### config.mk
export PLATFORM = sky130hd
export DESIGN_NAME = keypad_matrix_scan_debounce_flat
export DESIGN_NICKNAME = d
export VERILOG_FILES = /design/src/rtl/core/kpd_pkg.sv /design/src/rtl/core/kpd_if.sv /design/src/rtl/core/kpd_scan.sv /design/src/rtl/core/kpd_debounce.sv /design/src/rtl/core/keypad_matrix_scan_debounce.sv /design/src/flat_wrapper.sv
export SDC_FILE = /design/constraint.sdc
export NUM_CORES = 1
export LEC_CHECK = 0
export BUFFER_PORTS_ARGS = -buffer_cell sky130_fd_sc_hd__clkbuf_2
export CELL_PAD_IN_SITES_DETAIL_PLACEMENT = 2
export CELL_PAD_IN_SITES_GLOBAL_PLACEMENT = 2
export CORE_MARGIN = 2
export CORE_UTILIZATION = 41
export DETAILED_ROUTE_END_ITERATION = 16
export PLACE_DENSITY_LB_ADDON = 0.1
export SLEW_MARGIN = 10
export SYNTH_ARGS = -nofsm -noshare
export SYNTH_HDL_FRONTEND = slang
export SYNTH_SLANG_ARGS = --single-unit
export TNS_END_PERCENT = 100
### constraint.sdc
create_clock -name clk -period 24.6 [get_ports clk]
set_input_delay 4.92 -clock clk [delete_from_list [all_inputs] [get_ports clk]]
set_output_delay 4.92 -clock clk [all_outputs]
set_load 0.02 [all_outputs]
### src/rtl/core/kpd_pkg.sv
// Shared types, constants and register codes of the keypad scanner.
`default_nettype none

package kpd_pkg;

  localparam int MAP_SPAN = 8;
  localparam int MAX_ROWS = 8;
  localparam int MAX_COLS = 8;
  localparam int ROW_LIMIT = (MAX_ROWS < MAP_SPAN) ? MAX_ROWS : MAP_SPAN;
  localparam int COL_LIMIT = (MAX_COLS < MAP_SPAN) ? MAX_COLS : MAP_SPAN;

  localparam int MAP_W = 64;
  localparam int TIME_W = 32;
  localparam int COUNT_W = 4;
  localparam int DEB_W = 8;
  localparam int CODE_W = 8;
  localparam int POS_W = 3;
  localparam int CFG_IDX_W = 2;
  localparam int CFG_DATA_W = 8;

  typedef logic [CODE_W-1:0] code_t;

  localparam code_t NO_KEY_CODE = 8'hFF;

  localparam logic [COUNT_W-1:0] ROW_COUNT_RST = 4'd4;
  localparam logic [COUNT_W-1:0] COL_COUNT_RST = 4'd4;
  localparam logic [DEB_W-1:0] DEBOUNCE_RST = 8'd10;

  typedef enum logic [CFG_IDX_W-1:0] {
    REG_ROW_COUNT   = 2'd0,
    REG_COL_COUNT   = 2'd1,
    REG_DEBOUNCE_MS = 2'd2
  } cfg_idx_t;

  typedef struct packed {
    logic [COUNT_W-1:0] row_count;
    logic [COUNT_W-1:0] col_count;
    logic [DEB_W-1:0]   debounce_ms;
  } cfg_t;

  typedef struct packed {
    logic             found;
    logic [POS_W-1:0] row;
    logic [POS_W-1:0] col;
    code_t            code;
  } scan_t;

endpackage

`default_nettype wire

### src/rtl/core/kpd_if.sv
// Channel interfaces of the keypad scanner: scan input, result output, register writes.
`default_nettype none

interface kpd_in_if;
  logic                         valid;
  logic                         ready;
  logic [kpd_pkg::MAP_W-1:0]    pressed_map;
  logic [kpd_pkg::TIME_W-1:0]   now_ms;

  modport source (output valid, output pressed_map, output now_ms, input ready);
  modport sink (input valid, input pressed_map, input now_ms, output ready);
endinterface

interface kpd_out_if;
  logic                         valid;
  logic                         ready;
  logic                         raw_found;
  logic [kpd_pkg::POS_W-1:0]    raw_row;
  logic [kpd_pkg::POS_W-1:0]    raw_col;
  logic                         new_key;
  logic [kpd_pkg::CODE_W-1:0]   key_code;

  modport source (output valid, output raw_found, output raw_row, output raw_col,
                  output new_key, output key_code, input ready);
  modport sink (input valid, input raw_found, input raw_row, input raw_col,
                input new_key, input key_code, output ready);
endinterface

interface kpd_cfg_if;
  logic                             valid;
  logic                             ready;
  logic [kpd_pkg::CFG_IDX_W-1:0]    index;
  logic [kpd_pkg::CFG_DATA_W-1:0]   data;

  modport source (output valid, output index, output data, input ready);
  modport sink (input valid, input index, input data, output ready);
endinterface

`default_nettype wire

### src/rtl/core/kpd_scan.sv
// Priority encoder: lowest pressed row, then lowest pressed column, within the scanned area.
`default_nettype none

module kpd_scan (
  input  wire logic [kpd_pkg::MAP_W-1:0] pressed_map,
  input  wire kpd_pkg::cfg_t             cfg,
  output kpd_pkg::scan_t                 scan
);

  logic [kpd_pkg::COUNT_W-1:0]  rows_eff;
  logic [kpd_pkg::COUNT_W-1:0]  cols_eff;
  logic [kpd_pkg::MAP_SPAN-1:0] col_mask;
  logic [kpd_pkg::MAP_SPAN-1:0] row_hit;
  logic [kpd_pkg::MAP_SPAN-1:0] sel_bits;
  logic                         row_found;
  logic [kpd_pkg::POS_W-1:0]    row_idx;
  logic [kpd_pkg::POS_W-1:0]    col_idx;

  // Clamp the counts to what the matrix and the bitmap hold.
  always_comb begin
    rows_eff = (cfg.row_count > kpd_pkg::COUNT_W'(kpd_pkg::ROW_LIMIT)) ?
               kpd_pkg::COUNT_W'(kpd_pkg::ROW_LIMIT) : cfg.row_count;
    cols_eff = (cfg.col_count > kpd_pkg::COUNT_W'(kpd_pkg::COL_LIMIT)) ?
               kpd_pkg::COUNT_W'(kpd_pkg::COL_LIMIT) : cfg.col_count;
  end

  always_comb begin
    for (int c = 0; c < kpd_pkg::MAP_SPAN; c++) begin
      col_mask[c] = (kpd_pkg::COUNT_W'(c) < cols_eff);
    end
    for (int r = 0; r < kpd_pkg::MAP_SPAN; r++) begin
      row_hit[r] = (kpd_pkg::COUNT_W'(r) < rows_eff) &&
                   (|(pressed_map[r*kpd_pkg::MAP_SPAN +: kpd_pkg::MAP_SPAN] & col_mask));
    end
  end

  // Walk down so the lowest hit wins.
  always_comb begin
    row_found = |row_hit;
    row_idx = '0;
    for (int r = kpd_pkg::MAP_SPAN - 1; r >= 0; r--) begin
      if (row_hit[r]) begin
        row_idx = kpd_pkg::POS_W'(r);
      end
    end
    sel_bits = pressed_map[row_idx*kpd_pkg::MAP_SPAN +: kpd_pkg::MAP_SPAN] & col_mask;
    col_idx = '0;
    for (int c = kpd_pkg::MAP_SPAN - 1; c >= 0; c--) begin
      if (sel_bits[c]) begin
        col_idx = kpd_pkg::POS_W'(c);
      end
    end
  end

  always_comb begin
    scan.found = row_found;
    scan.row   = row_found ? row_idx : '0;
    scan.col   = row_found ? col_idx : '0;
    scan.code  = row_found ? {1'b0, row_idx, 1'b0, col_idx} : kpd_pkg::NO_KEY_CODE;
  end

endmodule

`default_nettype wire

### src/rtl/core/kpd_debounce.sv
// Debounce state: pending code, change time and settled code, updated once per beat.
`default_nettype none

module kpd_debounce (
  input  wire logic                          clk,
  input  wire logic                          rst_n,
  input  wire logic                          advance,
  input  wire logic [kpd_pkg::TIME_W-1:0]    now_ms,
  input  wire kpd_pkg::code_t                code,
  input  wire logic [kpd_pkg::DEB_W-1:0]     debounce_ms,
  output logic                               new_key,
  output kpd_pkg::code_t                     key_code
);

  kpd_pkg::code_t               settled_r;
  kpd_pkg::code_t               settled_nxt;
  kpd_pkg::code_t               pending_r;
  logic [kpd_pkg::TIME_W-1:0]   change_time_r;
  logic [kpd_pkg::TIME_W-1:0]   change_time_nxt;
  logic [kpd_pkg::TIME_W-1:0]   elapsed;
  logic                         fresh;

  always_comb begin
    change_time_nxt = (pending_r != code) ? now_ms : change_time_r;
    elapsed = now_ms - change_time_nxt;
    settled_nxt = settled_r;
    fresh = 1'b0;
    if ((elapsed > kpd_pkg::TIME_W'(debounce_ms)) && (settled_r != code)) begin
      settled_nxt = code;
      fresh = (code != kpd_pkg::NO_KEY_CODE);
    end
  end

  assign new_key  = fresh;
  assign key_code = settled_nxt;

  always_ff @(posedge clk) begin
    if (!rst_n) begin
      settled_r     <= kpd_pkg::NO_KEY_CODE;
      pending_r     <= kpd_pkg::NO_KEY_CODE;
      change_time_r <= '0;
    end else if (advance) begin
      settled_r     <= settled_nxt;
      pending_r     <= code;
      change_time_r <= change_time_nxt;
    end
  end

  a_change_time: assert property (@(posedge clk) disable iff (!rst_n)
    advance && (code != pending_r) |=> change_time_r == $past(now_ms))
    else $error("change time not taken from the beat that changed the code");

  a_fresh_settles: assert property (@(posedge clk) disable iff (!rst_n)
    advance && fresh |=> (settled_r != kpd_pkg::NO_KEY_CODE) &&
                         (settled_r != $past(settled_r)))
    else $error("new key reported without a settled change");

  a_no_settle_on_change: assert property (@(posedge clk) disable iff (!rst_n)
    advance && (code != pending_r) |-> settled_nxt == settled_r)
    else $error("code settled on the beat it changed");

endmodule

`default_nettype wire

### src/rtl/core/keypad_matrix_scan_debounce.sv
// Top level of the keypad matrix scanner with debounce.
`default_nettype none

// Matrix keypad scanner with debounce. Each input beat carries one scan of the
// key matrix (bit row*8+col set when pressed) and the millisecond time of that
// scan; each input beat yields exactly one result beat with the raw scanned
// key, the settled key code (0xFF for no key) and a new-key flag. One beat is
// taken per clock cycle while the result is not stalled; a beat passes from
// the input register to the result register, where it stays valid until
// it is taken. The priority encode and the debounce state update run
// combinationally between the input register and the result register.
// A stalled result holds the input register, so at most two beats are held.
// Register writes (row_count, col_count, debounce_ms) are always accepted and
// take effect for the next scan; write them only while no scan is in flight.

module keypad_matrix_scan_debounce (
  input  wire logic  clk,
  input  wire logic  rst_n,
  kpd_in_if.sink     in_ch,
  kpd_out_if.source  out_ch,
  kpd_cfg_if.sink    cfg_ch
);

  kpd_pkg::cfg_t                 cfg_r;
  logic                          s1_valid_r;
  logic                          s1_valid_nxt;
  logic [kpd_pkg::MAP_W-1:0]     s1_map_r;
  logic [kpd_pkg::TIME_W-1:0]    s1_now_r;
  logic                          out_valid_r;
  logic                          out_valid_nxt;
  kpd_pkg::scan_t                scan_r;
  logic                          new_key_r;
  kpd_pkg::code_t                key_code_r;

  logic                          in_fire;
  logic                          s2_load;
  logic                          s1_adv;
  kpd_pkg::scan_t                scan;
  logic                          new_key;
  kpd_pkg::code_t                key_code;

  // Register writes.
  assign cfg_ch.ready = 1'b1;

  always_ff @(posedge clk) begin
    if (!rst_n) begin
      cfg_r.row_count   <= kpd_pkg::ROW_COUNT_RST;
      cfg_r.col_count   <= kpd_pkg::COL_COUNT_RST;
      cfg_r.debounce_ms <= kpd_pkg::DEBOUNCE_RST;
    end else if (cfg_ch.valid) begin
      unique case (cfg_ch.index)
        kpd_pkg::REG_ROW_COUNT: begin
          cfg_r.row_count <= cfg_ch.data[kpd_pkg::COUNT_W-1:0];
        end
        kpd_pkg::REG_COL_COUNT: begin
          cfg_r.col_count <= cfg_ch.data[kpd_pkg::COUNT_W-1:0];
        end
        kpd_pkg::REG_DEBOUNCE_MS: begin
          cfg_r.debounce_ms <= cfg_ch.data[kpd_pkg::DEB_W-1:0];
        end
        default: begin
        end
      endcase
    end
  end

  // Pipeline handshake: the result register loads when empty or drained.
  assign s2_load     = !out_valid_r || out_ch.ready;
  assign s1_adv      = s1_valid_r && s2_load;
  assign in_ch.ready = !s1_valid_r || s2_load;
  assign in_fire     = in_ch.valid && in_ch.ready;

  always_comb begin
    s1_valid_nxt = s1_valid_r;
    if (in_fire) begin
      s1_valid_nxt = 1'b1;
    end else if (s1_adv) begin
      s1_valid_nxt = 1'b0;
    end
    out_valid_nxt = s2_load ? s1_valid_r : out_valid_r;
  end

  always_ff @(posedge clk) begin
    if (!rst_n) begin
      s1_valid_r  <= 1'b0;
      out_valid_r <= 1'b0;
    end else begin
      s1_valid_r  <= s1_valid_nxt;
      out_valid_r <= out_valid_nxt;
    end
  end

  always_ff @(posedge clk) begin
    if (in_fire) begin
      s1_map_r <= in_ch.pressed_map;
      s1_now_r <= in_ch.now_ms;
    end
    if (s1_adv) begin
      scan_r     <= scan;
      new_key_r  <= new_key;
      key_code_r <= key_code;
    end
  end

  kpd_scan u_scan (
    .pressed_map (s1_map_r),
    .cfg         (cfg_r),
    .scan        (scan)
  );

  kpd_debounce u_debounce (
    .clk         (clk),
    .rst_n       (rst_n),
    .advance     (s1_adv),
    .now_ms      (s1_now_r),
    .code        (scan.code),
    .debounce_ms (cfg_r.debounce_ms),
    .new_key     (new_key),
    .key_code    (key_code)
  );

  assign out_ch.valid     = out_valid_r;
  assign out_ch.raw_found = scan_r.found;
  assign out_ch.raw_row   = scan_r.row;
  assign out_ch.raw_col   = scan_r.col;
  assign out_ch.new_key   = new_key_r;
  assign out_ch.key_code  = key_code_r;

  a_new_key_code: assert property (@(posedge clk) disable iff (!rst_n)
    out_valid_r && new_key_r |-> key_code_r != kpd_pkg::NO_KEY_CODE)
    else $error("new key reported with the no-key code");

  a_beat_moves: assert property (@(posedge clk) disable iff (!rst_n)
    s1_adv |=> out_valid_r)
    else $error("advanced beat did not reach the result register");

  a_no_found_no_pos: assert property (@(posedge clk) disable iff (!rst_n)
    out_valid_r && !scan_r.found |-> (scan_r.row == '0) && (scan_r.col == '0))
    else $error("raw position set without a found key");

endmodule

`default_nettype wire
### src/flat_wrapper.sv
// flat-port wrapper written by rule: the top's interface ports become plain ports
module keypad_matrix_scan_debounce_flat 
  (clk, rst_n, in_ch_valid, in_ch_pressed_map, in_ch_now_ms, in_ch_ready, out_ch_valid, out_ch_raw_found, out_ch_raw_row, out_ch_raw_col, out_ch_new_key, out_ch_key_code, out_ch_ready, cfg_ch_valid, cfg_ch_index, cfg_ch_data, cfg_ch_ready);
  kpd_in_if in_ch_i ();
  kpd_out_if out_ch_i ();
  kpd_cfg_if cfg_ch_i ();
  input  wire logic clk;
  input  wire logic rst_n;
  input wire logic [$bits(in_ch_i.valid)-1:0] in_ch_valid;
  input wire logic [$bits(in_ch_i.pressed_map)-1:0] in_ch_pressed_map;
  input wire logic [$bits(in_ch_i.now_ms)-1:0] in_ch_now_ms;
  output wire logic [$bits(in_ch_i.ready)-1:0] in_ch_ready;
  output wire logic [$bits(out_ch_i.valid)-1:0] out_ch_valid;
  output wire logic [$bits(out_ch_i.raw_found)-1:0] out_ch_raw_found;
  output wire logic [$bits(out_ch_i.raw_row)-1:0] out_ch_raw_row;
  output wire logic [$bits(out_ch_i.raw_col)-1:0] out_ch_raw_col;
  output wire logic [$bits(out_ch_i.new_key)-1:0] out_ch_new_key;
  output wire logic [$bits(out_ch_i.key_code)-1:0] out_ch_key_code;
  input wire logic [$bits(out_ch_i.ready)-1:0] out_ch_ready;
  input wire logic [$bits(cfg_ch_i.valid)-1:0] cfg_ch_valid;
  input wire logic [$bits(cfg_ch_i.index)-1:0] cfg_ch_index;
  input wire logic [$bits(cfg_ch_i.data)-1:0] cfg_ch_data;
  output wire logic [$bits(cfg_ch_i.ready)-1:0] cfg_ch_ready;
  assign in_ch_i.valid = in_ch_valid;
  assign in_ch_i.pressed_map = in_ch_pressed_map;
  assign in_ch_i.now_ms = in_ch_now_ms;
  assign in_ch_ready = in_ch_i.ready;
  assign out_ch_valid = out_ch_i.valid;
  assign out_ch_raw_found = out_ch_i.raw_found;
  assign out_ch_raw_row = out_ch_i.raw_row;
  assign out_ch_raw_col = out_ch_i.raw_col;
  assign out_ch_new_key = out_ch_i.new_key;
  assign out_ch_key_code = out_ch_i.key_code;
  assign out_ch_i.ready = out_ch_ready;
  assign cfg_ch_i.valid = cfg_ch_valid;
  assign cfg_ch_i.index = cfg_ch_index;
  assign cfg_ch_i.data = cfg_ch_data;
  assign cfg_ch_ready = cfg_ch_i.ready;
  keypad_matrix_scan_debounce u_core (.clk(clk), .rst_n(rst_n), .in_ch(in_ch_i), .out_ch(out_ch_i), .cfg_ch(cfg_ch_i));
endmodule
==> Word level (Yosys, flattened, before mapping) <==
Cells that the tools add are included.
W data, S select, Z words.
{ "classes": {"mux": 23, "reduce_logical": 29, "magnitude_cmp": 19, "shifts": 1, "bitwise_logic": 9, "eq_ne": 5, "add_sub_neg": 1} }
{ "op_table": {"columns": ["op", "n"], "rows": [
  ["$and A8 B8 Y8", 9],
  ["$reduce_or A8 Y1", 9],
  ["$shiftx A64 B7 Y8", 1],
  ["$mux W3", 16],
  ["$gt A32 B8 Y1", 1],
  ["$lt A3 B4 Y1 const A", 8],
  ["$mux W32", 1],
  ["$sub A32 B32 Y32", 1],
  ["$lt A1 B4 Y1 const A", 4],
  ["$lt A2 B4 Y1 const A", 4],
  ["$mux W8", 2],
  ["$ne A8 B8 Y1", 2],
  ["$logic_and A1 B1 Y1", 11],
  ["$gt A4 B4 Y1 const B", 2],
  ["$mux W4", 2],
  ["$ne A8 B8 Y1 const B", 1],
  ["$reduce_and A2 Y1", 3],
  ["$eq A2 B1 Y1 const B", 1],
  ["$eq A2 B2 Y1 const B", 1],
  ["$logic_not A1 Y1", 2],
  ["$logic_not A2 Y1", 1],
  ["$logic_or A1 B1 Y1", 2],
  ["$mux W1", 2],
  ["$reduce_bool A2 Y1", 1]
]} }
{ "totals": {"ff_bits": 178} }

==> Depth between registers and ports, before layout <==
{ "logic_depth": {"ltp_word": 31, "depth_mapped": 45} }

==> Cells and area by module <==
A second synthesis with hierarchy kept.
{ "unflattened": {"cells_unflattened": 1064, "area_unflattened_um2": 10677.7} }
{ "modules_own_cells": {"columns": ["module", "area_per_inst_um2", "cells_per_inst", "instances", "seq_area_each_um2"], "rows": [
  ["kpd_debounce", 4868.4, 629, 1, 960.9],
  ["keypad_matrix_scan_debounce", 4103.9, 189, 1, 3723.6],
  ["kpd_scan", 1705.4, 246, 1, 0.0]
]} }

==> Worst setup path before layout <==
Ideal clock, no wire load.
{ "synth_timing": {"path_kind": "input-to-output", "startpoint": "input port out_ch_ready", "endpoint": "output port in_ch_ready", "path_slack_ns": 14.408, "arrival_ns": 5.272, "path_buffers": 0, "stages": 2, "required_ns": 19.680, "cell_sequence": "nor2b_1 nand2_1"} }
{ "synth_via": {"elab_chain_len": 2} }
{ "synth_lines": {"columns": ["element", "line", "source"], "rows": [
  ["from (decl)", "flat_wrapper.sv:19", "input wire logic [$bits(out_ch_i.ready)-1:0] out_ch_ready;"],
  ["$logic_or A1 B1 Y1", "keypad_matrix_scan_debounce.sv:68", "assign s2_load = !out_valid_r || out_ch.ready;"],
  ["$logic_or A1 B1 Y1", "keypad_matrix_scan_debounce.sv:70", "assign in_ch.ready = !s1_valid_r || s2_load;"],
  ["to (decl)", "flat_wrapper.sv:12", "output wire logic [$bits(in_ch_i.ready)-1:0] in_ch_ready;"]
]} }
No other way between the ends.

==> Worst setup path after layout <==
{ "layout_timing": {"startpoint": "register u_core.cfg_r[9] (netlist bit)", "endpoint": "register u_core.u_debounce.settled_r[5]"} }
{ "layout_via": {"elab_chain_len": 31, "elab_cells_between_ends": 61, "classes_between": "1 x add/sub; 10 x order compare; 2 x eq/ne; 1 x shift; 20 x mux; 9 x bitwise; 18 x reduce/logical"} }
{ "layout_lines": {"columns": ["element", "line", "source"], "rows": [
  ["from (decl)", "keypad_matrix_scan_debounce.sv:24", "kpd_pkg::cfg_t cfg_r;"],
  ["$gt A4 B4 Y1", "kpd_scan.sv:23", "cols_eff = (cfg.col_count > kpd_pkg::COUNT_W'(kpd_pkg::COL_LIMIT)) ?"],
  ["$mux W4 *", "kpd_scan.sv:23", null],
  ["$lt A1 B4 Y1 (tied with other cells)", "kpd_scan.sv:29", "col_mask[c] = (kpd_pkg::COUNT_W'(c) < cols_eff);"],
  ["$and A8 B8 Y8", "kpd_scan.sv:33", "(|(pressed_map[r*kpd_pkg::MAP_SPAN +: kpd_pkg::MAP_SPAN] & col_mask));"],
  ["$reduce_or A8 Y1", "kpd_scan.sv:33", null],
  ["$logic_and A1 B1 Y1", "kpd_scan.sv:32", "row_hit[r] = (kpd_pkg::COUNT_W'(r) < rows_eff) &&"],
  ["$mux W3 (8 in series)", "kpd_scan.sv:42", "if (row_hit[r]) begin"],
  ["$shiftx A64 B7 Y8", "kpd_scan.sv:46", "sel_bits = pressed_map[row_idx*kpd_pkg::MAP_SPAN +: kpd_pkg::MAP_SPAN] & col_mask;"],
  ["[... 9 more ...]", null, null],
  ["$mux W8 *", "kpd_scan.sv:59", "scan.code = row_found ? {1'b0, row_idx, 1'b0, col_idx} : kpd_pkg::NO_KEY_CODE;"],
  ["$ne A8 B8 Y1 *", "kpd_debounce.sv:24", "change_time_nxt = (pending_r != code) ? now_ms : change_time_r;"],
  ["$mux W32 *", "kpd_debounce.sv:24", null],
  ["net u_core.u_debounce.change_time_nxt (one bit)", "kpd_debounce.sv:19", "logic [kpd_pkg::TIME_W-1:0] change_time_nxt;"],
  ["$sub A32 B32 Y32 *", "kpd_debounce.sv:25", "elapsed = now_ms - change_time_nxt;"],
  ["$gt A32 B8 Y1 *", "kpd_debounce.sv:28", "if ((elapsed > kpd_pkg::TIME_W'(debounce_ms)) && (settled_r != code)) begin"],
  ["$logic_and A1 B1 Y1 *", "kpd_debounce.sv:28", null],
  ["$mux W8 *", "kpd_debounce.sv:28", null],
  ["to (signal assigned)", "kpd_debounce.sv:39", "settled_r <= kpd_pkg::NO_KEY_CODE;"],
  ["to (signal assigned)", "kpd_debounce.sv:43", "settled_r <= settled_nxt;"],
  ["to (decl)", "kpd_debounce.sv:15", "kpd_pkg::code_t settled_r;"]
]} }
The timed path passes the listed nets; every way through them passes the cells marked *.
A chain may end at the register's enable or synchronous reset.

==> impl_metrics.ini <==
[synth]
number_of_synthesized_flops_with_an_enable_pin = 112
leading_post_synthesis_cells_by_cell_area = edfxtp_1 (31%), dfxtp_1 (12%), mux2i_1 (5.8%), ha_1 (4.6%), nor2_1 (4.0%)
asyncSetResetFlopFracSynth = 0
yosys.area_share.simple = 0.155
synth.mux.area_fraction = 0.0679
main_combinational_cell_family_by_area_after_synthesis = compound AO/OA/AOI/OAI gates
synthesis.area_um2 = 10800
yosys_warnings = 0
synthesis.nets = 1249
area_share_of_the_largest_cell_type_after_synthesis = 0.312
synth_seq_area_share = 0.432
synth_xor_xnor_area_share = 0.0170
syn_inst = 1097
synth-adder-area-share = 0.0492
post_synthesis_compound_gate_area_fraction = 0.236
register_bit_total_from_synthesis = 177
area_leader_netlist = edfxtp_1
synth_top_flop_cell = edfxtp_1
synth_area_per_cell_um2 = 9.84
yosysUniqueCellTypes = 104

[timing]
finalHoldViolCount = 0
fmax_ghz = 0.0864
setup_repair_after_global_routing_missed_its_margin = false
final_max_slew_viol_count = 0
min_period_over_period = 0.471
setup_violations = 0
skew_ns = 0.0167
shortest_period_the_worst_path_allows_ns = 11.58
worst-slew-pin-transition_ns = 1.12
setup_total_negative_slack_ns = 0
max_slew_margin = 0.252

[clock_tree]
path_clk_slew_ns = 0.08
cts.sinks = 177
postCtsSetupBuffers = 0
h-tree-depth = 4
tritoncts = done
cell_at_the_root_of_the_clock_tree = clkbuf_16
post_cts_hold_buffer_count = 0
cts_resized = 0
clock_insertion_delay_worst_skew_ns = 0.45
maximum_buffer_depth_of_the_clock_tree = 2
numCtsBuffers = 17

[setup_path]
kind_of_critical_path = reg -> reg
end_kind = register
worst-endpoint-required_ns = 24.93
worst_path_largest_cell_delay_ns = 0.69
path_common_cell = a21o_1
critical_path_peak_fanout = 27
category_of_the_worst_setup_path_launch_point = register
worst_ep_arrival_time_ns = 11.91
timing.critical_path.slowest_stage_cell = nor4b_4

[pwr]
p_leak_nw = 4.73
p_switching_mw = 0.255
power.share.switching = 0.327
p_clk_frac = 0.358
power.share.sequential = 0.451
power.internal_mw = 0.526
power_per_cell_area_nw_per_um2 = 64.1
comb_power_share = 0.192
power.ir.vdd_worst_mv = 0.0455

[cells_and_area]
stdcell_area_um2 = 12200
layout-area-overhead-vs-synth_pct = 13.0
nets = 1349
fillers = 2806
final_layout_size_suffix_gt1_frac = 0.183
n_antenna_cell = 0

[run_status]
run_status = completed

[floorplan]
ios = 130
design.die.area_um2 = 27600
placeable_core_area_um2 = 26000
rows = 59
die_w_um = 166
dieHeight_um = 166
initial_core_util = 0.415

[routing]
drt_first_pass_iters = 5
dr.first_iter.drc_count = 630
wirelength_um = 38500
via_count = 9534
drcViolationCount = 0
routed_wire_length_per_instance_um = 24.9
drt-vias-per-instance = 6.17
detail-route-antenna-nets = 0

[global_routing]
grt-busiest-layer = met2
grtUsageMet1 = 0.395
use_met2 = 0.455
grt-ovfl-total = 0
wire_length_of_the_first_global_routing_pass_um = 60400
grtUsageMet3 = 0.0343
grt_start_max_net_pins = 79
antenna_found_initial = 1
first_global_vias = 10204
grt.total_usage = 0.279

[placed_design]
postPlaceCellArea_um2 = 11600
place_hpwl_um = 28600
port_buffers = 128
globalplace.congestion = 0.922

[hold_path]
hold_path_class = reg -> reg

[run]
drv_cap = 0
==> power groups by stage <==
stage / Combinational [mW] / Sequential [mW] / Clock (mW)
floorplan: 0.100 / 0.351 / 0
global placement: 0.140 / 0.357 / 0
detailed placement: 0.146 / 0.358 / 0
CTS: 0.150 / 0.351 / 0.284
global route: 0.165 / 0.354 / 0.296
finish: 0.150 / 0.352 / 0.279
==> metrics by stage <==
| stage | instances | power, mW | utilization | setup WS, ns | hold WS, ns |
|---|---|---|---|---|---|
| 6_report | 1545 | 0.781 | 0.469 | 13.02 | 0.510 |
| 5_1_grt | 1545 | 0.814 | 0.469 | 12.36 | 0.541 |
| 4_1_cts | 1545 | 0.786 | 0.469 | 13.09 | 0.510 |
| 3_5_place_dp | 1513 | 0.504 | 0.447 | 13.26 | 0.499 |
| 3_3_place_gp | 1513 | 0.497 | 0.447 | 13.89 | 0.475 |
| 2_1_floorplan | 1097 | 0.452 | - | 14.41 | 0.463 |
==> layout make-up <==
| class | count | area, um^2 | share of cell area |
|---|---|---|---|
| sequential | 177 | 4660 | 0.383 |
| multi-input combinational | 823 | 5680 | 0.465 |
| clock inverter | 14 | 140 | 0.0115 |
| tap | 335 | 419 | 0.0344 |
| inverter | 40 | 150 | 0.0123 |
| clock buffer | 18 | 429 | 0.0352 |
| timing repair buffer | 138 | 716 | 0.0587 |
==> critical path, delay by kind of cell (launching register included) <==
kind | cells | cell delay (ns)
flops | 1 | 0.59
buf+inv | 2 | 0.66
mux | 3 | 1.14
compound gates | 17 | 4.76
fa+ha+maj | 2 | 0.46
simple gates | 13 | 3.80
==> path summary, 6_finish.rpt <==
check                                           start                                  end  slack (ns)  depth (start not counted)
setup / recovery                      u_core.cfg_r[9]       u_core.u_debounce.settled_r[5]       13.02                         37
hold / removal    u_core.u_debounce.change_time_r[14]  u_core.u_debounce.change_time_r[14]        0.51                          2
setup reg to reg                      u_core.cfg_r[9]       u_core.u_debounce.settled_r[5]       13.02                         37
hold reg to reg   u_core.u_debounce.change_time_r[14]  u_core.u_debounce.change_time_r[14]        0.51                          2
==> synthesized netlist by cell type (16+ instances only) <==
cell type and count:
nand2_1 79, inv_1 35, nor2_1 116, nand4_1 18, edfxtp_1 112, dfxtp_1 65
nand3_1 32, ha_1 40, clkbuf_1 33, a21oi_1 50, a211oi_1 44, a21o_1 22
o21ai_0 57, o211ai_1 16, mux2i_1 62, nor3_1 25
==> metal layers <==
metal / wire length, um / vias to the layer above
li1: - / 4379
met1: 17800 / 4822
met2: 18000 / 287
met3: 2010 / 46
met4: 646 / 0
met5: 0 / -
==> cell usage in the layout, fill, tap and decap left out, types with 16 or more instances in the layout <==
| master | Yosys | layout |
|---|---|---|
| o21ai_0 | 57 | 57 |
| a211oi_1 | 44 | 44 |
| a21oi_1 | 50 | 50 |
| nor3_1 | 25 | 25 |
| mux2i_1 | 62 | 62 |
| inv_1 | 35 | 35 |
| ha_1 | 40 | 40 |
| clkbuf_2 | 0 | 128 |
| a21o_1 | 22 | 22 |
| nand4_1 | 18 | 18 |
| clkbuf_16 | 0 | 17 |
| o211ai_1 | 16 | 16 |
| nor2_1 | 116 | 115 |
| edfxtp_1 | 112 | 112 |
| nand3_1 | 32 | 32 |
| nand2_1 | 79 | 79 |
| dfxtp_1 | 65 | 65 |
==> sequential cells by signal (all words and copies together), names as in the netlist <==
register	count
u_core.s1_map_r	64
u_core.s1_now_r	32
u_core.u_debounce.change_time_r	32
u_core.cfg_r	16
u_core.out_ch.key_code	8
u_core.u_debounce.settled_r	8
u_core.u_debounce.pending_r	7
u_core.out_ch.raw_col	3
u_core.out_ch.raw_row	3
u_core.out_ch.new_key	1
u_core.out_ch.raw_found	1
u_core.out_ch.valid	1
u_core.s1_valid_r	1
==> cells by family after synthesis <==
kind of cell	count (synthesis)
AND/OR/NAND/NOR	347
flip-flops	177
buffers and inverters	97
AO/OA/AOI/OAI	340
other	1
XOR/XNOR	21
adder cells (fa/ha/maj)	42
multiplexers	72
Power figures use the tool's default switching activity.
